===== src/sv/hcd_pkg.sv =====
// Package for the chunked body decoder: payload structs, result kind codes,
// decoder phase codes and the hex digit decode. No dependencies.
package hcd_pkg;

  localparam int unsigned SizeWidthDef  = 32;
  localparam int unsigned CountWidthDef = 32;
  localparam int unsigned OutCountWidth = 32;

  typedef struct packed {
    logic [7:0] data_byte;
    logic       last_byte;
  } in_t;

  typedef struct packed {
    logic [7:0]               out_byte;
    logic [1:0]               out_kind;
    logic [OutCountWidth-1:0] payload_count;
  } out_t;

  // result kinds
  localparam logic [1:0] KIND_PAYLOAD = 2'd0;
  localparam logic [1:0] KIND_END_OK  = 2'd1;
  localparam logic [1:0] KIND_END_ERR = 2'd2;

  // decoder phases
  localparam logic [2:0] PH_SIZE_FIRST = 3'd0;
  localparam logic [2:0] PH_SIZE_MORE  = 3'd1;
  localparam logic [2:0] PH_SKIP_LINE  = 3'd2;
  localparam logic [2:0] PH_PAYLOAD    = 3'd3;
  localparam logic [2:0] PH_SEP_FIRST  = 3'd4;
  localparam logic [2:0] PH_SEP_LF     = 3'd5;
  localparam logic [2:0] PH_DONE       = 3'd6;
  localparam logic [2:0] PH_ERROR      = 3'd7;

  localparam logic [7:0] CharCr    = 8'h0d;
  localparam logic [7:0] CharLf    = 8'h0a;
  localparam logic [7:0] CharZero  = 8'h30;
  localparam logic [7:0] CharNine  = 8'h39;
  localparam logic [7:0] CharLowA  = 8'h61;
  localparam logic [7:0] CharLowF  = 8'h66;
  localparam logic [7:0] CharUpA   = 8'h41;
  localparam logic [7:0] CharUpF   = 8'h46;
  localparam logic [4:0] NotHex    = 5'd16;

  // hex digit value, or NotHex
  function automatic logic [4:0] hex_value(input logic [7:0] c);
    logic [7:0] v;
    v = 8'd0;
    if (c >= CharZero && c <= CharNine) begin
      v = c - CharZero;
    end else if (c >= CharLowA && c <= CharLowF) begin
      v = c - CharLowA + 8'd10;
    end else if (c >= CharUpA && c <= CharUpF) begin
      v = c - CharUpA + 8'd10;
    end else begin
      v = {3'b000, NotHex};
    end
    return v[4:0];
  endfunction

endpackage


===== src/sv/http_chunked_decoder.sv =====
// Top level of the chunked HTTP body decoder; depends on hcd_pkg and hcd_step.
// Path: a byte taken at the input is held in the input register, and its result is
// written to the output register when that byte is consumed and the output is free.
// Throughput: one byte per cycle while the output side is free; a byte with a result waits on out_ready_i.
// Reset: rst_ni asynchronous, clears both stage valids and the decoder state.
module http_chunked_decoder import hcd_pkg::*; #(
  parameter int unsigned SIZE_WIDTH  = SizeWidthDef,
  parameter int unsigned COUNT_WIDTH = CountWidthDef
) (
  input  logic clk_i,
  input  logic rst_ni,
  input  in_t  in_i,
  input  logic in_valid_i,
  output logic in_ready_o,
  output out_t out_o,
  output logic out_valid_o,
  input  logic out_ready_i
);

  logic                   in_valid_q;
  in_t                    in_q;
  logic [2:0]             phase_q, phase_d;
  logic [SIZE_WIDTH-1:0]  chunk_q, chunk_d;
  logic [COUNT_WIDTH-1:0] total_q, total_d;
  logic                   out_valid_q;
  out_t                   out_q;

  logic res_valid;
  out_t res;
  logic out_free;
  logic advance;

  hcd_step #(
    .SIZE_WIDTH (SIZE_WIDTH),
    .COUNT_WIDTH(COUNT_WIDTH)
  ) u_step (
    .item_i     (in_q),
    .phase_i    (phase_q),
    .chunk_i    (chunk_q),
    .total_i    (total_q),
    .phase_o    (phase_d),
    .chunk_o    (chunk_d),
    .total_o    (total_d),
    .res_valid_o(res_valid),
    .res_o      (res)
  );

  // a byte with no result never waits on the output side
  assign out_free   = !out_valid_q || out_ready_i;
  assign advance    = in_valid_q && (!res_valid || out_free);
  assign in_ready_o = !in_valid_q || advance;

  always_ff @(posedge clk_i or negedge rst_ni) begin
    if (!rst_ni) begin
      in_valid_q <= 1'b0;
    end else if (in_ready_o) begin
      in_valid_q <= in_valid_i;
    end
  end

  always_ff @(posedge clk_i) begin
    if (in_ready_o && in_valid_i) begin
      in_q <= in_i;
    end
  end

  always_ff @(posedge clk_i or negedge rst_ni) begin
    if (!rst_ni) begin
      phase_q <= PH_SIZE_FIRST;
      chunk_q <= '0;
      total_q <= '0;
    end else if (advance) begin
      phase_q <= phase_d;
      chunk_q <= chunk_d;
      total_q <= total_d;
    end
  end

  always_ff @(posedge clk_i or negedge rst_ni) begin
    if (!rst_ni) begin
      out_valid_q <= 1'b0;
    end else if (out_free) begin
      out_valid_q <= advance && res_valid;
    end
  end

  always_ff @(posedge clk_i) begin
    if (out_free && advance && res_valid) begin
      out_q <= res;
    end
  end

  assign out_o       = out_q;
  assign out_valid_o = out_valid_q;

  a_kind_legal: assert property (@(posedge clk_i) disable iff (!rst_ni)
    out_valid_q |-> (out_q.out_kind == KIND_PAYLOAD || out_q.out_kind == KIND_END_OK ||
                     out_q.out_kind == KIND_END_ERR))
    else $error("illegal result kind");

  a_end_byte_zero: assert property (@(posedge clk_i) disable iff (!rst_ni)
    (out_valid_q && out_q.out_kind != KIND_PAYLOAD) |-> (out_q.out_byte == 8'd0))
    else $error("end result carries a data byte");

  a_payload_counted: assert property (@(posedge clk_i) disable iff (!rst_ni)
    (out_valid_q && out_q.out_kind == KIND_PAYLOAD) |-> (out_q.payload_count != '0))
    else $error("payload result with zero count");

  a_end_restarts: assert property (@(posedge clk_i) disable iff (!rst_ni)
    (advance && in_q.last_byte) |=> (phase_q == PH_SIZE_FIRST && total_q == '0))
    else $error("decoder state not cleared after end of body");

endmodule


===== src/sv/hcd_step.sv =====
// Next-state and result logic of the chunked body decoder for one byte.
// Purely combinational; depends on hcd_pkg.
module hcd_step import hcd_pkg::*; #(
  parameter int unsigned SIZE_WIDTH  = SizeWidthDef,
  parameter int unsigned COUNT_WIDTH = CountWidthDef
) (
  input  in_t                    item_i,
  input  logic [2:0]             phase_i,
  input  logic [SIZE_WIDTH-1:0]  chunk_i,
  input  logic [COUNT_WIDTH-1:0] total_i,
  output logic [2:0]             phase_o,
  output logic [SIZE_WIDTH-1:0]  chunk_o,
  output logic [COUNT_WIDTH-1:0] total_o,
  output logic                   res_valid_o,
  output out_t                   res_o
);

  logic [4:0] hex;
  logic       is_hex;
  logic       is_lf;
  logic [2:0] line_done_phase;

  assign hex             = hex_value(item_i.data_byte);
  assign is_hex          = (hex != NotHex);
  assign is_lf           = (item_i.data_byte == CharLf);
  assign line_done_phase = (chunk_i == '0) ? PH_DONE : PH_PAYLOAD;

  always_comb begin
    phase_o     = phase_i;
    chunk_o     = chunk_i;
    total_o     = total_i;
    res_valid_o = 1'b0;
    res_o       = '0;

    case (phase_i)
      PH_SIZE_FIRST: begin
        if (!is_hex) begin
          phase_o = PH_ERROR;
        end else begin
          chunk_o = SIZE_WIDTH'(hex[3:0]);
          phase_o = PH_SIZE_MORE;
        end
      end
      PH_SIZE_MORE: begin
        if (is_hex) begin
          // another digit would push bits past the size width
          if (chunk_i[SIZE_WIDTH-1 -: 4] != 4'd0) begin
            phase_o = PH_ERROR;
          end else begin
            chunk_o = {chunk_i[SIZE_WIDTH-5:0], hex[3:0]};
          end
        end else if (is_lf) begin
          phase_o = line_done_phase;
        end else begin
          phase_o = PH_SKIP_LINE;
        end
      end
      PH_SKIP_LINE: begin
        if (is_lf) begin
          phase_o = line_done_phase;
        end
      end
      PH_PAYLOAD: begin
        if (item_i.last_byte || (&total_i)) begin
          phase_o = PH_ERROR;
        end else begin
          total_o = total_i + 1'b1;
          chunk_o = chunk_i - 1'b1;
          if (chunk_i == SIZE_WIDTH'(1)) begin
            phase_o = PH_SEP_FIRST;
          end
          res_valid_o         = 1'b1;
          res_o.out_byte      = item_i.data_byte;
          res_o.out_kind      = KIND_PAYLOAD;
          res_o.payload_count = OutCountWidth'(total_o);
        end
      end
      PH_SEP_FIRST: begin
        if (item_i.data_byte == CharCr) begin
          phase_o = PH_SEP_LF;
        end else if (is_lf) begin
          phase_o = PH_SIZE_FIRST;
        end else begin
          phase_o = PH_ERROR;
        end
      end
      PH_SEP_LF: begin
        phase_o = is_lf ? PH_SIZE_FIRST : PH_ERROR;
      end
      default: begin
      end
    endcase

    // end of body: report and start over
    if (item_i.last_byte) begin
      res_valid_o         = 1'b1;
      res_o.out_byte      = 8'd0;
      res_o.out_kind      = (phase_o == PH_DONE) ? KIND_END_OK : KIND_END_ERR;
      res_o.payload_count = OutCountWidth'(total_o);
      phase_o             = PH_SIZE_FIRST;
      chunk_o             = '0;
      total_o             = '0;
    end
  end

endmodule


===== config.mk =====
export PLATFORM = sky130hd
export DESIGN_NAME = http_chunked_decoder
export DESIGN_NICKNAME = d
export VERILOG_FILES = /design/src/sv/hcd_pkg.sv /design/src/sv/http_chunked_decoder.sv /design/src/sv/hcd_step.sv
export SDC_FILE = /design/constraint.sdc
export NUM_CORES = 1
export LEC_CHECK = 0
export ABC_AREA = 1
export BUFFER_PORTS_ARGS = -buffer_cell sky130_fd_sc_hd__buf_2
export CORE_MARGIN = 1
export CORE_UTILIZATION = 40
export DETAILED_ROUTE_END_ITERATION = 16
export HOLD_SLACK_MARGIN = 0.06
export PLACE_DENSITY = 0.67
export SLEW_MARGIN = 20
export SYNTH_ARGS = -nofsm -noshare
export SYNTH_HDL_FRONTEND = slang
export SYNTH_SLANG_ARGS = --single-unit

===== constraint.sdc =====
create_clock -name clk_i -period 3.85 [get_ports clk_i]
set_input_delay 0.1925 -clock clk_i [delete_from_list [all_inputs] [get_ports clk_i]]
set_output_delay 0.1925 -clock clk_i [all_outputs]
set_load 0.1 [all_outputs]

==> flow_metrics.py <==
metrics = {
    "logic_synthesis": {
        "synth.distinct_cells": 44,
        "synth_top_area_share": 0.236,
        "async_flop_share": 0.575,
        "synth_top_cells_by_area": "dfrtp_1 (24%), edfxtp_1 (21%), nand2_1 (15%), o21ai_0 (6.2%), nor2_1 (6.2%)",
        "muxShareOfSynthArea": 0.00273,
        "synth-xor-area-share": 0.0203,
        "syn_area_per_cell_um2": 7.34,
        "ys.flop_type": "dfrtp_1",
        "synth-edff-count": 51,
        "synth-compound-area-share": 0.119,
        "synthSimpleGateAreaFrac": 0.321,
        "synthCells": 998,
        "ys_seq_area_frac": 0.445,
        "synth_area_um2": 7320,
        "synth_most_common_cell": "nand2_1",
        "yosysWarningCount": 0,
        "synth_commonest_cells": "nand2_1 (291), nor2_1 (121), inv_1 (103)",
        "synth_top_cell_by_area": "dfrtp_1",
        "syn_nets": 1019,
        "synth_adder_area_share": 0.0137,
        "ys_ff_latch": 120,
        "synth_top_family_by_area": "simple AND/OR/NAND/NOR gates",
    },
    "routing": {
        "dr_total_vias": 6867,
        "drtAntennaViolNets": 0,
        "drt-initial-drc-count": 507,
        "wl_per_cell_um": 14.8,
        "first_pass_iters": 6,
        "totalWireLength_um": 19400,
        "route.detailed.vias_per_inst": 5.25,
        "route.detailed.drc": 0,
    },
    "grt": {
        "antenna_found_initial": 0,
        "grt_pass1_vias": 6608,
        "grt_use_met1": 0.291,
        "gr-total-overflow": 0,
        "use_met3": 0.0453,
        "grt_usage": 0.224,
        "use_met2": 0.371,
        "grt_pass1_wl_um": 32700,
        "grt_start_max_net_pins": 45,
        "grt-busiest-layer": "met2",
    },
    "floorplanning": {
        "num_io_pins": 57,
        "start_util": 0.408,
        "dieHeight_um": 137,
        "core.rowCount": 49,
        "coreArea_um2": 18000,
        "die_area_um2": 18900,
        "fp.dieW_um": 137,
    },
    "timing": {
        "tightest_slew_ns": 0.969,
        "drv_slew": 0,
        "max_slew_margin": 0.353,
        "hold_viol_final": 0,
        "finalSetupViolations": 0,
        "period_minus_slack_ns": 3.04,
        "finClkSkew_ns": 0.00802,
        "fin_tns_setup_ns": 0,
        "fmax_mhz": 329,
        "grt_setup_unrepaired": "false",
        "fin_crit_sh": 0.790,
    },
    "cts": {
        "cts_buffer_depth": 2,
        "clock-root-buffer": "clkbuf_16",
        "clock_latency_ns": 0.43,
        "cts_tree": "yes",
        "cts-buffers-inserted": 17,
        "cts_num_sinks": 120,
        "cts.reportedPaths.clkPinSlew_ns": 0.06,
        "htreeDepth": 4,
        "cts_setup_buffers": 0,
    },
    "flow_run": {
        "drv_cap": 0,
    },
    "placement": {
        "dp_hpwl_um": 13400,
        "gp_congestion": 0.937,
        "numPortBuffers": 56,
    },
    "critical_path": {
        "cp.arrival_ns": 3.34,
        "crit_start": "total_q[0]",
        "endpoint_kind": "flip-flop",
        "cp.required_ns": 4.15,
        "rrSetupSlack_ns": 0.81,
        "cp_max_fo": 44,
        "r2r_end": "total_q[25]",
        "reg2regPathDepth": 13,
        "r2r_start": "total_q[0]",
        "crit_type": "reg2reg",
        "cp-start-kind": "flip-flop",
    },
    "final_layout": {
        "drive_above_1_share": 0.118,
        "finish.utilization": 0.473,
        "diodes": 0,
        "nets": 1086,
        "synthToLayoutAreaGrowth_pct": 16.0,
    },
    "power": {
        "powerDensity_nw_per_um2": 696,
        "leakage_nw": 3.78,
        "ir_worst_vdd_uv": 530,
    },
    "outcome": {
        "outcome": "complete, no violations",
    },
    "worst_hold_path": {
        "hold_class": "in2async",
    },
}
[layout make-up]
class	count	area, um^2
Clock inverter	15	129
Clock buffer	17	425
Inverter	111	424
Multi-Input combinational cell	740	3500
Tap cell	229	287
Timing Repair Buffer	75	465
Sequential cell	120	3260
Fill cell	1801	9470
[through the flow]
stage	hold WS, ns	setup WS (ns)	instances	total power, mW	cell area, um^2
after floorplan	-0.103	0.179	998	3.78	7320
after global placement	0.370	1.04	1263	4.34	7820
after detailed placement	0.364	0.884	1263	4.35	7820
after CTS	0.461	0.872	1307	5.89	8490
after global routing	0.470	0.545	1307	6.34	8490
final	0.434	0.808	1307	5.91	8490
[report_power, final]
| part | switching, mW | internal, mW |
|---|---|---|
| sequential | 0.149 | 1.48 |
| combinational | 1.95 | 0.826 |
| clock | 0.624 | 0.885 |
[cells by family after synthesis]
logic type	Yosys count
xor+xnor	17
buf+inv	138
flops	120
mux	2
simple gates	550
compound gates	163
fa+ha+maj	8
[layout by cell type (no fill, tap or decap), types with 2 or more instances in the layout]
master,netlist,routed
clkinv_2,0,3
nor3_1,20,20
nor2_4,1,2
nand2_4,3,3
clkbuf_16,0,17
dfrtp_1,69,69
inv_1,103,103
nor2_2,5,5
ha_1,8,8
o21ai_0,91,91
mux2i_1,2,2
xnor2_1,2,2
dlygate4sd3_1,0,12
or2_2,6,6
nor2_1,121,120
nand2_2,5,5
o21ai_1,18,18
nand4_1,17,17
inv_2,6,6
inv_6,0,3
buf_2,12,56
nand3_4,2,2
buf_4,1,6
nor4_1,2,2
nand3_1,72,72
xor2_1,15,15
clkinvlp_4,0,6
a21oi_1,19,19
o21bai_1,2,2
nand2_1,291,291
clkinv_4,1,2
edfxtp_1,51,51
o22ai_1,26,26
[metal layers]
layer	vias up	routed length, um	share of wire
met4	0	345	0.018
met3	30	889	0.046
met5	-	0	0
met2	190	9300	0.48
met1	3215	8850	0.46
li1	3432	-	-
[how the worst max path moves through the flow]
| stage | end | slack (ns) |
|---|---|---|
| 6_report | total_q[25] | 0.81 |
| 3_3_place_gp | total_q[20] | 1.04 |
| 4_1_cts | total_q[25] | 0.87 |
| 3_5_place_dp | out_o[24] | 0.88 |
| 5_1_grt | total_q[22] | 0.54 |
| 2_1_floorplan | out_o[0] | 0.18 |
[registers in the layout, indices dropped and copies added (netlist names)]
name and flops:
out_o 42, chunk_q 32, total_q 32, in_q 9
phase_q 3, in_valid_q 1, out_valid_o 1
[timing repair]
item | in CTS | in global routing
hold endpoints to repair | 43 | 0
resized for setup | 0 | 0
hold buffers | 12 | 0
[worst max-delay path: stages, from the launching register on]
cell and delay [ns]:
dfrtp_1 0.47, ha_1 0.23, nand2_2 0.07, nor2_2 0.16, nand2_2 0.11, nor2_4 0.16
nand2_2 0.09, nand3_4 0.07, buf_4 0.40, inv_1 0.55, nand3_1 0.27, o21ai_0 0.12
nand2_1 0.10, o21ai_0 0.09
Note: power is estimated with default switching activity, not from simulation.
